[config.mk]
export PLATFORM = sky130hd
export DESIGN_NAME = pulse_dose_rate_meter_core_flat
export DESIGN_NICKNAME = d
export VERILOG_FILES = /design/src/hdl/pdrm_pkg.sv /design/src/hdl/pdrm_in_if.sv /design/src/hdl/pdrm_out_if.sv /design/src/hdl/pdrm_cfg.sv /design/src/hdl/pdrm_div.sv /design/src/hdl/pdrm_dp.sv /design/src/hdl/pdrm_ctrl.sv /design/src/hdl/pulse_dose_rate_meter_core.sv /design/src/flat_wrapper.sv
export VERILOG_INCLUDE_DIRS = /design/src /design/src/hdl
export SDC_FILE = /design/constraint.sdc
export NUM_CORES = 2
export LEC_CHECK = 0
export BUFFER_PORTS_ARGS = -buffer_cell sky130_fd_sc_hd__buf_2
export CORE_UTILIZATION = 30
export CTS_CLUSTER_SIZE = 28
export DETAILED_ROUTE_END_ITERATION = 16
export PLACE_DENSITY = 0.42
export REMOVE_ABC_BUFFERS = 1
export SYNTH_ARGS = -nofsm -noshare
export SYNTH_HDL_FRONTEND = slang
export SYNTH_SLANG_ARGS = --single-unit
[constraint.sdc]
create_clock -name i_clk -period 17.05 [get_ports i_clk]
set_input_delay 1.705 -clock i_clk [delete_from_list [all_inputs] [get_ports i_clk]]
set_output_delay 1.705 -clock i_clk [all_outputs]
set_load 0.03 [all_outputs]
[src/hdl/pulse_dose_rate_meter_core_defines.svh]
// ----------------------------------------------------------------------------
// pulse dose rate meter assertion macros
// shared property forms for the concurrent checks of the core
// ----------------------------------------------------------------------------
`ifndef PULSE_DOSE_RATE_METER_CORE_DEFINES_SVH
`define PULSE_DOSE_RATE_METER_CORE_DEFINES_SVH

// consequent checked in the same cycle
`define PDRM_ASSERT_SAME(label, clk, rst_n, ante, cons) \
    label: assert property (@(posedge clk) disable iff (!rst_n) (ante) |-> (cons)) \
        else $error("pdrm check failed: same-cycle implication");

// consequent checked in the cycle after
`define PDRM_ASSERT_NEXT(label, clk, rst_n, ante, cons) \
    label: assert property (@(posedge clk) disable iff (!rst_n) (ante) |=> (cons)) \
        else $error("pdrm check failed: next-cycle implication");

`endif

[src/hdl/pdrm_pkg.sv]
// ----------------------------------------------------------------------------
// pdrm_pkg
// shared constants, register map, state and command types of the dose meter
// ----------------------------------------------------------------------------
package pdrm_pkg;

    localparam int BINS           = 12;
    localparam int BIN_IDX_W      = $clog2(BINS);
    localparam int PRIORITY_INDEX = 3;
    localparam int DIV_W          = 32;
    localparam int DIV_CNT_W      = $clog2(DIV_W);
    localparam int CFG_ADDR_W     = 5;

    localparam logic [31:0] MS_PER_HOUR = 32'd3600000;
    localparam logic [9:0]  MS_PER_S    = 10'd1000;

    typedef logic [1:0] t_mode;
    localparam t_mode MODE_PULSE = 2'd0;
    localparam t_mode MODE_TICK  = 2'd1;
    localparam t_mode MODE_QUERY = 2'd2;
    localparam t_mode MODE_ALARM = 2'd3;

    typedef enum logic [2:0] {
        REG_IMPULSES_PER_UR,
        REG_MAX_BIN_SECONDS,
        REG_MIN_BIN_SECONDS,
        REG_MAX_BIN_PULSES,
        REG_MIN_PULSES_FOR_RESULT
    } t_reg_idx;

    typedef struct packed {
        logic [15:0] impulses_per_ur;
        logic [7:0]  max_bin_seconds;
        logic [7:0]  min_bin_seconds;
        logic [15:0] max_bin_pulses;
        logic [15:0] min_pulses_for_result;
    } t_cfg;

    localparam t_cfg CFG_RESET = '{
        impulses_per_ur:       16'd1,
        max_bin_seconds:       8'd30,
        min_bin_seconds:       8'd2,
        max_bin_pulses:        16'd100,
        min_pulses_for_result: 16'd40
    };

    typedef enum logic [2:0] {
        S_IDLE,
        S_WALK,
        S_MULT_DIV,
        S_PRODUCT,
        S_RATE_DIV,
        S_RESULT
    } t_state;

    typedef struct packed {
        logic pulse;
        logic tick;
        logic start;
        logic mult_start;
        logic walk_step;
        logic prod;
        logic rate_start;
        logic out_load;
    } t_dp_cmd;

    typedef struct packed {
        logic cached_nz;
        logic bin0_secs_nz;
        logic walk_hit;
        logic walk_last;
        logic div_busy;
    } t_dp_sts;

endpackage

[src/hdl/pdrm_in_if.sv]
// ----------------------------------------------------------------------------
// pdrm_in_if
// input word channel: mode, sensor state, millisecond fraction, alarm level
// ----------------------------------------------------------------------------
interface pdrm_in_if;
    logic        valid;
    logic        ready;
    logic [1:0]  mode;
    logic        sensor_ready;
    logic [9:0]  millis_frac;
    logic [31:0] min_dose;

    modport source (output valid, mode, sensor_ready, millis_frac, min_dose, input ready);
    modport sink (input valid, mode, sensor_ready, millis_frac, min_dose, output ready);
endinterface

[src/hdl/pdrm_out_if.sv]
// ----------------------------------------------------------------------------
// pdrm_out_if
// result word channel: dose rate, valid flag, alarm flag
// ----------------------------------------------------------------------------
interface pdrm_out_if;
    logic        valid;
    logic        ready;
    logic [31:0] dose_rate;
    logic        dose_valid;
    logic        alarm;

    modport source (output valid, dose_rate, dose_valid, alarm, input ready);
    modport sink (input valid, dose_rate, dose_valid, alarm, output ready);
endinterface

[src/hdl/pdrm_cfg.sv]
// ----------------------------------------------------------------------------
// pdrm_cfg
// apb register file holding calibration and bin timing settings
// ----------------------------------------------------------------------------
module pdrm_cfg (
    input  logic                            i_clk,
    input  logic                            i_rst_n,
    input  logic                            psel,
    input  logic                            penable,
    input  logic                            pwrite,
    input  logic [pdrm_pkg::CFG_ADDR_W-1:0] paddr,
    input  logic [31:0]                     pwdata,
    output logic [31:0]                     prdata,
    output logic                            pready,
    output pdrm_pkg::t_cfg                  o_cfg
);
    import pdrm_pkg::*;

    t_cfg       r_cfg;
    t_cfg       n_cfg;
    logic       wr_en;
    logic [2:0] reg_sel;

    assign pready  = 1'b1;
    assign wr_en   = psel && penable && pwrite;
    assign reg_sel = paddr[CFG_ADDR_W-1:2];
    assign o_cfg   = r_cfg;

    always_comb begin
        n_cfg = r_cfg;
        if (wr_en) begin
            unique case (reg_sel)
                REG_IMPULSES_PER_UR:       n_cfg.impulses_per_ur       = pwdata[15:0];
                REG_MAX_BIN_SECONDS:       n_cfg.max_bin_seconds       = pwdata[7:0];
                REG_MIN_BIN_SECONDS:       n_cfg.min_bin_seconds       = pwdata[7:0];
                REG_MAX_BIN_PULSES:        n_cfg.max_bin_pulses        = pwdata[15:0];
                REG_MIN_PULSES_FOR_RESULT: n_cfg.min_pulses_for_result = pwdata[15:0];
                default: ;
            endcase
        end
    end

    always_comb begin
        unique case (reg_sel)
            REG_IMPULSES_PER_UR:       prdata = {16'd0, r_cfg.impulses_per_ur};
            REG_MAX_BIN_SECONDS:       prdata = {24'd0, r_cfg.max_bin_seconds};
            REG_MIN_BIN_SECONDS:       prdata = {24'd0, r_cfg.min_bin_seconds};
            REG_MAX_BIN_PULSES:        prdata = {16'd0, r_cfg.max_bin_pulses};
            REG_MIN_PULSES_FOR_RESULT: prdata = {16'd0, r_cfg.min_pulses_for_result};
            default:                   prdata = 32'd0;
        endcase
    end

    always_ff @(posedge i_clk) begin
        if (!i_rst_n) begin
            r_cfg <= CFG_RESET;
        end else begin
            r_cfg <= n_cfg;
        end
    end
endmodule

[src/hdl/pdrm_div.sv]
// ----------------------------------------------------------------------------
// pdrm_div
// shared radix-2 restoring divider, one quotient bit per cycle
// ----------------------------------------------------------------------------
module pdrm_div (
    input  logic                           i_clk,
    input  logic                           i_rst_n,
    input  logic                           i_start,
    input  logic [pdrm_pkg::DIV_W-1:0]     i_dividend,
    input  logic [pdrm_pkg::DIV_W-1:0]     i_divisor,
    output logic                           o_busy,
    output logic [pdrm_pkg::DIV_W-1:0]     o_quotient
);
    import pdrm_pkg::*;

    logic                 r_busy;
    logic [DIV_CNT_W-1:0] r_cnt;
    logic [DIV_W-1:0]     r_rem;
    logic [DIV_W-1:0]     r_quo;
    logic [DIV_W-1:0]     r_dsr;
    logic [DIV_W:0]       trial;
    logic [DIV_W:0]       diff;
    logic                 fits;

    // zero divisor always fits, so the quotient comes out all ones
    always_comb begin
        trial = {r_rem, r_quo[DIV_W-1]};
        diff  = trial - {1'b0, r_dsr};
        fits  = trial >= {1'b0, r_dsr};
    end

    assign o_busy     = r_busy;
    assign o_quotient = r_quo;

    always_ff @(posedge i_clk) begin
        if (!i_rst_n) begin
            r_busy <= 1'b0;
            r_cnt  <= '0;
        end else if (i_start) begin
            r_busy <= 1'b1;
            r_cnt  <= '0;
        end else if (r_busy) begin
            r_cnt <= r_cnt + 1'b1;
            if (r_cnt == DIV_CNT_W'(DIV_W - 1)) begin
                r_busy <= 1'b0;
            end
        end
    end

    always_ff @(posedge i_clk) begin
        if (i_start) begin
            r_rem <= '0;
            r_quo <= i_dividend;
            r_dsr <= i_divisor;
        end else if (r_busy) begin
            r_rem <= fits ? diff[DIV_W-1:0] : trial[DIV_W-1:0];
            r_quo <= {r_quo[DIV_W-2:0], fits};
        end
    end
endmodule

[src/hdl/pdrm_dp.sv]
// ----------------------------------------------------------------------------
// pdrm_dp
// bin history, query accumulator, rate arithmetic and result register
// ----------------------------------------------------------------------------
module pdrm_dp (
    input  logic              i_clk,
    input  logic              i_rst_n,
    input  pdrm_pkg::t_dp_cmd i_cmd,
    input  pdrm_pkg::t_cfg    i_cfg,
    input  logic [1:0]        i_mode,
    input  logic              i_sensor_ready,
    input  logic [9:0]        i_millis_frac,
    input  logic [31:0]       i_min_dose,
    output pdrm_pkg::t_dp_sts o_sts,
    output logic [31:0]       o_dose_rate,
    output logic              o_dose_valid,
    output logic              o_alarm
);
    import pdrm_pkg::*;

    logic [31:0]          r_bin_pulses [BINS];
    logic [7:0]           r_bin_seconds [BINS];
    logic [31:0]          r_cached;
    logic                 r_is_alarm;
    logic [9:0]           r_ms;
    logic [31:0]          r_min_dose;
    logic                 r_cache_hit;
    logic                 r_hit;
    logic [31:0]          r_acc_p;
    logic [15:0]          r_acc_s;
    logic [BIN_IDX_W-1:0] r_idx;
    logic [31:0]          r_num;
    logic [31:0]          r_den;
    logic [31:0]          r_dose_rate;
    logic                 r_dose_valid;
    logic                 r_alarm;

    logic                 pulse_take;
    logic [7:0]           sec_next;
    logic                 bin_close;
    logic [9:0]           ms_mod;
    logic [31:0]          sum_p;
    logic [15:0]          sum_s;
    logic                 walk_hit;
    logic                 div_start;
    logic [DIV_W-1:0]     div_dividend;
    logic [DIV_W-1:0]     div_divisor;
    logic                 div_busy;
    logic [DIV_W-1:0]     div_q;

    // first pulse of an empty bin is dropped unless the sensor is ready
    assign pulse_take = !((r_bin_pulses[0] == 32'd0) && !i_sensor_ready);
    assign sec_next   = r_bin_seconds[0] + 8'd1;
    assign bin_close  = (sec_next > i_cfg.max_bin_seconds) ||
                        ((r_bin_pulses[0] > {16'd0, i_cfg.max_bin_pulses}) &&
                         (sec_next > i_cfg.min_bin_seconds));
    assign ms_mod     = (i_millis_frac >= MS_PER_S) ? (i_millis_frac - MS_PER_S) : i_millis_frac;

    assign sum_p    = r_acc_p + r_bin_pulses[r_idx];
    assign sum_s    = r_acc_s + {8'd0, r_bin_seconds[r_idx]};
    assign walk_hit = sum_p >= {16'd0, i_cfg.min_pulses_for_result};

    assign div_start    = i_cmd.mult_start || i_cmd.rate_start;
    assign div_dividend = i_cmd.mult_start ? MS_PER_HOUR : r_num;
    assign div_divisor  = i_cmd.mult_start ? {16'd0, i_cfg.impulses_per_ur} : r_den;

    pdrm_div u_div (
        .i_clk      (i_clk),
        .i_rst_n    (i_rst_n),
        .i_start    (div_start),
        .i_dividend (div_dividend),
        .i_divisor  (div_divisor),
        .o_busy     (div_busy),
        .o_quotient (div_q)
    );

    always_comb begin
        o_sts.cached_nz    = r_cached != 32'd0;
        o_sts.bin0_secs_nz = r_bin_seconds[0] != 8'd0;
        o_sts.walk_hit     = walk_hit;
        o_sts.walk_last    = r_idx == BIN_IDX_W'(BINS - 1);
        o_sts.div_busy     = div_busy;
    end

    assign o_dose_rate  = r_dose_rate;
    assign o_dose_valid = r_dose_valid;
    assign o_alarm      = r_alarm;

    // bin history, a closing bin keeps its final second count
    always_ff @(posedge i_clk) begin
        if (!i_rst_n) begin
            for (int i = 0; i < BINS; i++) begin
                r_bin_pulses[i]  <= 32'd0;
                r_bin_seconds[i] <= 8'd0;
            end
        end else if (i_cmd.pulse) begin
            if (pulse_take) begin
                r_bin_pulses[0] <= r_bin_pulses[0] + 32'd1;
            end
        end else if (i_cmd.tick) begin
            if (bin_close) begin
                for (int i = 2; i < BINS; i++) begin
                    r_bin_pulses[i]  <= r_bin_pulses[i-1];
                    r_bin_seconds[i] <= r_bin_seconds[i-1];
                end
                r_bin_pulses[1]  <= r_bin_pulses[0];
                r_bin_seconds[1] <= sec_next;
                r_bin_pulses[0]  <= 32'd0;
                r_bin_seconds[0] <= 8'd0;
            end else begin
                r_bin_seconds[0] <= sec_next;
            end
        end
    end

    always_ff @(posedge i_clk) begin
        if (!i_rst_n) begin
            r_cached <= 32'd0;
        end else if (i_cmd.tick) begin
            r_cached <= 32'd0;
        end else if (i_cmd.out_load && !r_is_alarm && !r_cache_hit && r_hit) begin
            r_cached <= div_q;
        end
    end

    // query and alarm working registers
    always_ff @(posedge i_clk) begin
        if (i_cmd.start) begin
            r_is_alarm  <= i_mode == MODE_ALARM;
            r_ms        <= ms_mod;
            r_min_dose  <= i_min_dose;
            r_cache_hit <= r_cached != 32'd0;
            r_idx       <= '0;
            if (i_mode == MODE_ALARM) begin
                r_acc_p <= r_bin_pulses[0];
                r_acc_s <= {8'd0, r_bin_seconds[0]};
                r_hit   <= r_bin_seconds[0] != 8'd0;
            end else begin
                r_acc_p <= 32'd0;
                r_acc_s <= 16'd0;
                r_hit   <= 1'b0;
            end
        end else if (i_cmd.walk_step) begin
            r_idx <= r_idx + 1'b1;
            r_hit <= walk_hit;
            if (!walk_hit && (r_idx == BIN_IDX_W'(PRIORITY_INDEX))) begin
                r_acc_p <= {sum_p[30:0], 1'b0};
                r_acc_s <= {sum_s[14:0], 1'b0};
            end else begin
                r_acc_p <= sum_p;
                r_acc_s <= sum_s;
            end
        end
    end

    always_ff @(posedge i_clk) begin
        if (i_cmd.prod) begin
            r_num <= r_acc_p * div_q;
            r_den <= {16'd0, r_acc_s} * {22'd0, MS_PER_S} + {22'd0, r_ms};
        end
    end

    // result word
    always_ff @(posedge i_clk) begin
        if (i_cmd.out_load) begin
            if (r_is_alarm) begin
                r_dose_rate  <= 32'd0;
                r_dose_valid <= 1'b0;
                r_alarm      <= r_hit && (div_q >= r_min_dose);
            end else if (r_cache_hit) begin
                r_dose_rate  <= r_cached;
                r_dose_valid <= 1'b1;
                r_alarm      <= 1'b0;
            end else begin
                r_dose_rate  <= r_hit ? div_q : 32'd0;
                r_dose_valid <= r_hit;
                r_alarm      <= 1'b0;
            end
        end
    end
endmodule

[src/hdl/pdrm_ctrl.sv]
// ----------------------------------------------------------------------------
// pdrm_ctrl
// sequencer for bin updates, query walk, divider passes and result hand-off
// ----------------------------------------------------------------------------
module pdrm_ctrl (
    input  logic              i_clk,
    input  logic              i_rst_n,
    input  logic              i_in_valid,
    input  logic [1:0]        i_mode,
    input  logic              i_out_ready,
    input  pdrm_pkg::t_dp_sts i_sts,
    output logic              o_in_ready,
    output logic              o_out_valid,
    output pdrm_pkg::t_dp_cmd o_cmd
);
    import pdrm_pkg::*;

    t_state r_state;
    t_state n_state;
    logic   r_out_valid;
    logic   n_out_valid;
    logic   out_free;

    assign out_free    = !r_out_valid || i_out_ready;
    assign o_in_ready  = r_state == S_IDLE;
    assign o_out_valid = r_out_valid;

    always_comb begin
        n_state = r_state;
        unique case (r_state)
            S_IDLE: begin
                if (i_in_valid) begin
                    unique case (i_mode)
                        MODE_PULSE: n_state = S_IDLE;
                        MODE_TICK:  n_state = S_IDLE;
                        MODE_QUERY: n_state = i_sts.cached_nz ? S_RESULT : S_WALK;
                        MODE_ALARM: n_state = i_sts.bin0_secs_nz ? S_MULT_DIV : S_RESULT;
                    endcase
                end
            end
            S_WALK: begin
                priority if (i_sts.walk_hit) begin
                    n_state = S_MULT_DIV;
                end else if (i_sts.walk_last) begin
                    n_state = S_RESULT;
                end
            end
            S_MULT_DIV: begin
                if (!i_sts.div_busy) begin
                    n_state = S_PRODUCT;
                end
            end
            S_PRODUCT:  n_state = S_RATE_DIV;
            S_RATE_DIV: begin
                if (!i_sts.div_busy) begin
                    n_state = S_RESULT;
                end
            end
            S_RESULT: begin
                if (out_free) begin
                    n_state = S_IDLE;
                end
            end
            default: n_state = S_IDLE;
        endcase
    end

    always_comb begin
        o_cmd = '0;
        unique case (r_state)
            S_IDLE: begin
                if (i_in_valid) begin
                    unique case (i_mode)
                        MODE_PULSE: o_cmd.pulse = 1'b1;
                        MODE_TICK:  o_cmd.tick  = 1'b1;
                        MODE_QUERY, MODE_ALARM: begin
                            o_cmd.start      = 1'b1;
                            o_cmd.mult_start = 1'b1;
                        end
                    endcase
                end
            end
            S_WALK:     o_cmd.walk_step = 1'b1;
            S_MULT_DIV: o_cmd.prod = !i_sts.div_busy;
            S_PRODUCT:  o_cmd.rate_start = 1'b1;
            S_RATE_DIV: ;
            S_RESULT:   o_cmd.out_load = out_free;
            default: ;
        endcase
    end

    always_comb begin
        priority if (o_cmd.out_load) begin
            n_out_valid = 1'b1;
        end else if (i_out_ready) begin
            n_out_valid = 1'b0;
        end else begin
            n_out_valid = r_out_valid;
        end
    end

    always_ff @(posedge i_clk) begin
        if (!i_rst_n) begin
            r_state     <= S_IDLE;
            r_out_valid <= 1'b0;
        end else begin
            r_state     <= n_state;
            r_out_valid <= n_out_valid;
        end
    end
endmodule

[src/hdl/pulse_dose_rate_meter_core.sv]
// ----------------------------------------------------------------------------
// pulse_dose_rate_meter_core
// detector pulse dose-rate meter with bin history, query and alarm check
// ----------------------------------------------------------------------------
// usage
//   i_in carries one word per event: pulse, second tick, dose query or alarm
//   check. pulse and tick words update the bin history at acceptance and give
//   no result; i_in.ready stays high for the next word.
//   query and alarm words each give one word on o_out. a query with a cached
//   dose goes straight to the result step; a computed query or alarm check
//   takes two passes of the shared radix-2 divider (calibration multiplier,
//   then the rate); the bin walk over up to 12 bins runs under the first
//   pass. one item is in work at a time, so a new word is accepted only after
//   the last query or alarm check has left its result step.
//   o_out has an output register: a new word is accepted while the last
//   result waits; a stalled receiver holds the next result in its final step.
//   settings sit on the apb port; the user must write them only while the block is idle, the block does not enforce it.
//   reset clears the bin history, cached dose and handshake state at once.
// ----------------------------------------------------------------------------
`include "pulse_dose_rate_meter_core_defines.svh"

module pulse_dose_rate_meter_core (
    input  logic                            i_clk,
    input  logic                            i_rst_n,
    pdrm_in_if.sink                         i_in,
    pdrm_out_if.source                      o_out,
    input  logic                            psel,
    input  logic                            penable,
    input  logic                            pwrite,
    input  logic [pdrm_pkg::CFG_ADDR_W-1:0] paddr,
    input  logic [31:0]                     pwdata,
    output logic [31:0]                     prdata,
    output logic                            pready
);
    import pdrm_pkg::*;

    t_cfg    cfg;
    t_dp_cmd dp_cmd;
    t_dp_sts dp_sts;

    pdrm_cfg u_cfg (
        .i_clk   (i_clk),
        .i_rst_n (i_rst_n),
        .psel    (psel),
        .penable (penable),
        .pwrite  (pwrite),
        .paddr   (paddr),
        .pwdata  (pwdata),
        .prdata  (prdata),
        .pready  (pready),
        .o_cfg   (cfg)
    );

    pdrm_ctrl u_ctrl (
        .i_clk       (i_clk),
        .i_rst_n     (i_rst_n),
        .i_in_valid  (i_in.valid),
        .i_mode      (i_in.mode),
        .i_out_ready (o_out.ready),
        .i_sts       (dp_sts),
        .o_in_ready  (i_in.ready),
        .o_out_valid (o_out.valid),
        .o_cmd       (dp_cmd)
    );

    pdrm_dp u_dp (
        .i_clk          (i_clk),
        .i_rst_n        (i_rst_n),
        .i_cmd          (dp_cmd),
        .i_cfg          (cfg),
        .i_mode         (i_in.mode),
        .i_sensor_ready (i_in.sensor_ready),
        .i_millis_frac  (i_in.millis_frac),
        .i_min_dose     (i_in.min_dose),
        .o_sts          (dp_sts),
        .o_dose_rate    (o_out.dose_rate),
        .o_dose_valid   (o_out.dose_valid),
        .o_alarm        (o_out.alarm)
    );

    `PDRM_ASSERT_NEXT(a_result_word_holds_input, i_clk, i_rst_n,
        i_in.valid && i_in.ready && (i_in.mode == MODE_QUERY || i_in.mode == MODE_ALARM),
        !i_in.ready)
    `PDRM_ASSERT_NEXT(a_update_word_no_stall, i_clk, i_rst_n,
        i_in.valid && i_in.ready && (i_in.mode == MODE_PULSE || i_in.mode == MODE_TICK),
        i_in.ready)
    `PDRM_ASSERT_SAME(a_load_only_when_free, i_clk, i_rst_n,
        dp_cmd.out_load, !o_out.valid || o_out.ready)
    `PDRM_ASSERT_SAME(a_alarm_word_no_dose, i_clk, i_rst_n,
        o_out.valid && o_out.alarm, !o_out.dose_valid && o_out.dose_rate == 32'd0)
endmodule

[src/flat_wrapper.sv]
// flat-port wrapper written by rule: the top's interface ports become plain ports
module pulse_dose_rate_meter_core_flat import pdrm_pkg::*;
  (i_clk, i_rst_n, psel, penable, pwrite, paddr, pwdata, prdata, pready, i_in_valid, i_in_mode, i_in_sensor_ready, i_in_millis_frac, i_in_min_dose, i_in_ready, o_out_valid, o_out_dose_rate, o_out_dose_valid, o_out_alarm, o_out_ready);
  pdrm_in_if i_in_i ();
  pdrm_out_if o_out_i ();
  input  logic i_clk;
  input  logic i_rst_n;
  input  logic psel;
  input  logic penable;
  input  logic pwrite;
  input  logic [pdrm_pkg::CFG_ADDR_W-1:0] paddr;
  input  logic [31:0] pwdata;
  output logic [31:0] prdata;
  output logic pready;
  input wire logic [$bits(i_in_i.valid)-1:0] i_in_valid;
  input wire logic [$bits(i_in_i.mode)-1:0] i_in_mode;
  input wire logic [$bits(i_in_i.sensor_ready)-1:0] i_in_sensor_ready;
  input wire logic [$bits(i_in_i.millis_frac)-1:0] i_in_millis_frac;
  input wire logic [$bits(i_in_i.min_dose)-1:0] i_in_min_dose;
  output wire logic [$bits(i_in_i.ready)-1:0] i_in_ready;
  output wire logic [$bits(o_out_i.valid)-1:0] o_out_valid;
  output wire logic [$bits(o_out_i.dose_rate)-1:0] o_out_dose_rate;
  output wire logic [$bits(o_out_i.dose_valid)-1:0] o_out_dose_valid;
  output wire logic [$bits(o_out_i.alarm)-1:0] o_out_alarm;
  input wire logic [$bits(o_out_i.ready)-1:0] o_out_ready;
  assign i_in_i.valid = i_in_valid;
  assign i_in_i.mode = i_in_mode;
  assign i_in_i.sensor_ready = i_in_sensor_ready;
  assign i_in_i.millis_frac = i_in_millis_frac;
  assign i_in_i.min_dose = i_in_min_dose;
  assign i_in_ready = i_in_i.ready;
  assign o_out_valid = o_out_i.valid;
  assign o_out_dose_rate = o_out_i.dose_rate;
  assign o_out_dose_valid = o_out_i.dose_valid;
  assign o_out_alarm = o_out_i.alarm;
  assign o_out_i.ready = o_out_ready;
  pulse_dose_rate_meter_core u_core (.i_clk(i_clk), .i_rst_n(i_rst_n), .i_in(i_in_i), .o_out(o_out_i), .psel(psel), .penable(penable), .pwrite(pwrite), .paddr(paddr), .pwdata(pwdata), .prdata(prdata), .pready(pready));
endmodule
* After elaboration in Yosys (flattened, before gate mapping)
Memory sizes are Yosys's and may differ from the RTL's. A register that Yosys moved wholly into a read port is not among the register bits.
Index checks and enable logic that the tools add are counted.
** Word-level totals
- Memories kept :: 2
- Bits of input ports :: 89
- Register bits :: 387
- Memory bits (writable) :: 480
- Output and inout bits :: 69
** Cells by class
- Reduce and logical (&&, ||, !) cells :: 37
- Equal/unequal tests :: 20
- Multiplexer cells :: 90
- $mul :: 2
- Bitwise logic cells :: 27
- $add $sub $neg :: 9
- Magnitude comparators :: 7
** Memory list
- u_core.u_dp.r_bin_pulses :: depth 12, bits a word 32, rd ports 12, clocked after Yosys merged registers in 1, wr ports 12, line pdrm_dp.sv:21 : logic [31:0] r_bin_pulses [BINS];
- u_core.u_dp.r_bin_seconds :: depth 12, bits a word 8, rd ports 12, clocked after Yosys merged registers in 1, wr ports 12, line pdrm_dp.sv:22 : logic [7:0] r_bin_seconds [BINS];
** Operators with widths (number)
- $mux 32 :: 23
- $mux 8 :: 14
- $pmux 16 s5 :: 1
- $mux 16 :: 4
- $ge 33x27->1 :: 1
- $add 32x1->32 const B :: 1
- $add 32x32->32 :: 1
- $ge 32x16->1 :: 1
- $ge 32x32->1 :: 1
- $gt 32x16->1 :: 1
- $logic_not 32->1 :: 1
- $mul 32x32->32 :: 1
- $reduce_bool 32->1 :: 1
- $sub 32x27->32 :: 1
- $mux 1 :: 30
- $add 26x10->27 :: 1
- $or 1x1->1 :: 26
- $mux 3 :: 8
- $mux 4 :: 6
- $mul 16x7->23 const B :: 1
- $pmux 3 s6 :: 1
- $add 16x8->16 :: 1
- $gt 8x8->1 :: 2
- $eq 3x2->1 const B :: 4
- other kinds (28) :: 60

* Longest topological paths before layout
An unclocked memory read counts as a cell.
- Depth after elaboration :: 12
- Depth in mapped cells :: 31
- Gate-level depth less buffers :: 28

* Cells and area by module
A second synthesis with hierarchy kept.
** Unflattened totals
- Cells, all modules :: 5664
- Area, all modules :: 62964.1 um^2
** By module, submodules not included
- pdrm_dp :: cells an instance 4735, times used 1, area an instance 53731.5 um^2
- pdrm_div :: cells an instance 560, times used 1, area an instance 5830.6 um^2
- pdrm_cfg :: cells an instance 324, times used 1, area an instance 3047.9 um^2
- pdrm_ctrl :: cells an instance 45, times used 1, area an instance 354.1 um^2

* Least setup slack after synthesis
No wires, ideal clock.
- Kind :: flip-flop to flip-flop
- Start :: mem u_core.u_dp.r_bin_pulses[0][8]
- End :: mem u_core.u_dp.r_bin_pulses[10][0] (enable)
- Arrival :: 9442 ps
- Path buffers :: 0
- Cell stages (with the launch flop) :: 13
- Setup time :: 3167 ps
- Path slack :: 4441 ps
- Cell sequence :: edfxtp_1 > ha_1 > a21o_1 > a21o_1 > a21o_1 > a21o_1 > a21o_1 > a21o_1 > a221o_1 > a21oi_1 > o21a_1 > nand2b_1 > nand2_1
** RTL lines (line)
- from (decl) :: pdrm_dp.sv:21

* Worst setup path in the final report
- Start :: reg u_core.u_dp.r_acc_p[11]
- End :: reg u_core.u_dp.r_num[31], data pin
** On the way
- Longest elaborated chain between the ends :: 1
** RTL lines
- from (decl) :: line pdrm_dp.sv:29 : logic [31:0] r_acc_p;
- from (signal assigned) :: line pdrm_dp.sv:135 : r_acc_p <= r_bin_pulses[0];
- from (signal assigned) :: line pdrm_dp.sv:147 : r_acc_p <= {sum_p[30:0], 1'b0};
- from (signal assigned) :: line pdrm_dp.sv:150 : r_acc_p <= sum_p;
- $mul 32x32->32 :: line pdrm_dp.sv:158 : r_num <= r_acc_p * div_q;
- to (signal assigned) :: line pdrm_dp.sv:158
- to (decl) :: line pdrm_dp.sv:32 : logic [31:0] r_num;
No other way between the ends.
A chain may end at the register's enable or synchronous reset.

==> metrics.txt <==
CP Launch Type=flop; Area Growth Syn to Fin=11.6%; Worst Tran Pin Value=1240 ps; first-pass GRT wire length=266 mm; FMAX=118 MHz; initial antenna violation count=8; DP HPWL=118 mm; largest cells by area after synthesis=edfxtp_1 35%, fa_1 15%, and2_1 7.3%; Clock Sinks=871; Yosys Warn Count=0; Root Buffer Master=clkbuf_16; starting density of the core=30.3%; port bufs=122; status=completed; CP endpoint kind=flop; clock skew=95.1 ps; Post-CTS Setup Inserts=0; Num CTS Buffers=between 100 and 150; Die Y-Extent=458 µm; gr usage total=approximately 16%; Max Cap Viol=0; crit-path cells=and2_1 -> fa_1 -> fa_1 -> fa_1 -> inv_1 -> fa_1 -> inv_1 -> fa_1 -> ha_1 -> fa_1 -> inv_1 -> fa_1 -> inv_1 -> ha_1 -> a21oi_1 -> o22ai_1 -> nor3_1 -> a21oi_1 -> a41oi_1 -> o21ai_0 -> a2111oi_0 -> o31ai_1 -> a21oi_1 -> xnor2_1; Die Footprint=210000 µm²; Die Width=between 400 and 500 µm; dominant cell type by area after synthesis=edfxtp_1; critical path fanouts, max=22; register area share after synthesis=39.6%; clk slew on worst S/H paths=~60 ps; final wirelength=171 mm; post-route ant nets=0; Arr. time, crit path=around 8900 ps; via count=41254; most frequent CP cell=fa_1; Mean Syn Cell Area=10.8 µm²; final setup margin=8590 ps; CTS tree=built; largest net degree at the start of global routing=approximately 130; CP max-delay cell=edfxtp_1; GRT Residual Overflow=0; Detailed Route Iter0 Violations=2490; vias in the first global route=43041; most frequent cells in the layout=726 x and2_1, 725 x edfxtp_1, 683 x nand2_1, 672 x inv_1, 466 x fa_1; Post-synth EDFFs=725; relative max-transition margin=17.2%; Netlist Area Pre-Place=62300 µm²; IO Pins=158; worst path required time=roughly 17000 ps; cts hold-fix bufs=0; Worst-Skew Late Latency=780 ps; asr flop ratio synth=0%; WHS=between 400 and 500 ps; Core Util, Final=33.8%; Setup CP Type=flop to flop; wire length per cell=between 15 and 20 µm; dominant synthesized flop cell=edfxtp_1; Final min period=8460 ps; min-delay worst type=flop to flop; proportion of layout cells with a drive suffix above 1=9.47%; Tcrit/Tclk final=49.6%; H-Tree Depth=3; Place WS=8650 ps; gpl congestion=0.812; Final Hold Fails=0; CTS Buffer Depth=3; setup TNS=0 ps; count of cell types in the netlist=82; Max stage delay on crit path=1150 ps; RSZ-0062 raised after global routing=no; Max Slew Vio Count=0; flops & latches, synth=871; DR DRC count=0; Gate Count Post-Synth=5791; area share of the largest cell type after synthesis=between 30% and 40%; via/cell ratio=4.80; num rows=166; TritonRoute pass-1 iters=6; Reg2Reg Setup Slack=about 8600 ps; NumNets Final=6693; final setup violation count=0; area of the core=205000 µm²; commonest non-fill, non-tap cell in the layout=and2_1; CTS resizes=0
## cell usage after synthesis (49+ instances only)
library cell / n
and2_1: 726
edfxtp_1: 725
nand2_1: 684
inv_1: 673
fa_1: 466
ha_1: 336
clkbuf_1: 283
a21oi_1: 212
nor2_1: 174
o21ai_0: 161
dfxtp_1: 146
xnor2_1: 145
mux4_2: 120
nand3_1: 95
mux2i_1: 90
xor2_1: 74
a21o_1: 60
nor2b_1: 55
a21boi_0: 49
## routing by layer
layer  up-vias  GRT usage [%]  routed length, µm
li1      19418              -                  -
met3       182           1.71               5110
met1     21045           23.3              83000
met2       609           26.7              79400
met4         0           4.31               3750
met5         -              0                  0
## cells by family after synthesis
logic type / share of synthesized area [%]
xor gates and xnor gates: 3.08
AOI/OAI and AO/OA: 7.48
DFF: 39.6
and+or+nand+nor: 16.0
buffers and inverters: 6.21
muxes: 5.82
other: 0.0121
adders and majority gates: 21.7
## critical path, delay by kind of cell (launching register included)
kind                     cells  cell delay [ps]
buffers and inverters        4              220
flip-flops                   1             1150
AO/OA/AOI/OAI                8             2050
AND/OR/NAND/NOR              2              410
XOR/XNOR                     1               80
adder cells (fa/ha/maj)      9             4210
## final timing paths
check / from / to / cells past startpoint
worst max-delay path: u_core.u_dp.r_acc_p[11]$_DFFE_PP_ / u_core.u_dp.r_num[31]$_DFFE_PP_ / 24
worst min-delay path: u_core.u_dp.r_ms[2]$_DFFE_PP_ / u_core.u_dp.r_den[2]$_DFFE_PP_ / 0
worst max register to register: u_core.u_dp.r_acc_p[11]$_DFFE_PP_ / u_core.u_dp.r_num[31]$_DFFE_PP_ / 24
worst min register to register: u_core.u_dp.r_ms[2]$_DFFE_PP_ / u_core.u_dp.r_den[2]$_DFFE_PP_ / 0
## area by class of cell
class,instances,area [µm²]
inverters,673,2530
clock buffers,131,2780
fillers,20739,136000
repair buffers,223,1370
flip-flops and latches,871,24700
multi-input cells,3928,33900
diodes,4,10.0
clock inverters,69,881
well taps,2688,3360
## per-stage QoR
stage / std cells / area [µm²]
CTS: 8583 / 69500
finish: 8587 / 69500
detailed placement: 8383 / 65800
global placement: 8383 / 65800
global route: 8584 / 69500
floorplan: 5472 / 61000
## flip-flops by register name, indices dropped and copies added (netlist names), 16 cells and up, named ones only
| name | cells |
|---|---|
| u_core.u_cfg.o_cfg | 64 |
| u_core.u_dp.u_div.r_dsr | 27 |
| u_core.u_dp.r_bin_pulses | 384 |
| u_core.u_dp.r_acc_s | 16 |
| u_core.u_dp.u_div.r_rem | 32 |
| u_core.u_dp.r_num | 32 |
| u_core.u_dp.r_acc_p | 32 |
| u_core.u_dp.o_dose_rate | 32 |
| u_core.u_dp.r_cached | 32 |
| u_core.u_dp.r_den | 27 |
| u_core.u_dp.r_min_dose | 32 |
| u_core.u_dp.r_bin_seconds | 96 |
| u_core.u_dp.u_div.o_quotient | 32 |
Power is left out: the tool's default activity adds up to more than one toggle a clock period on the data nets, which glitch-free logic cannot reach.
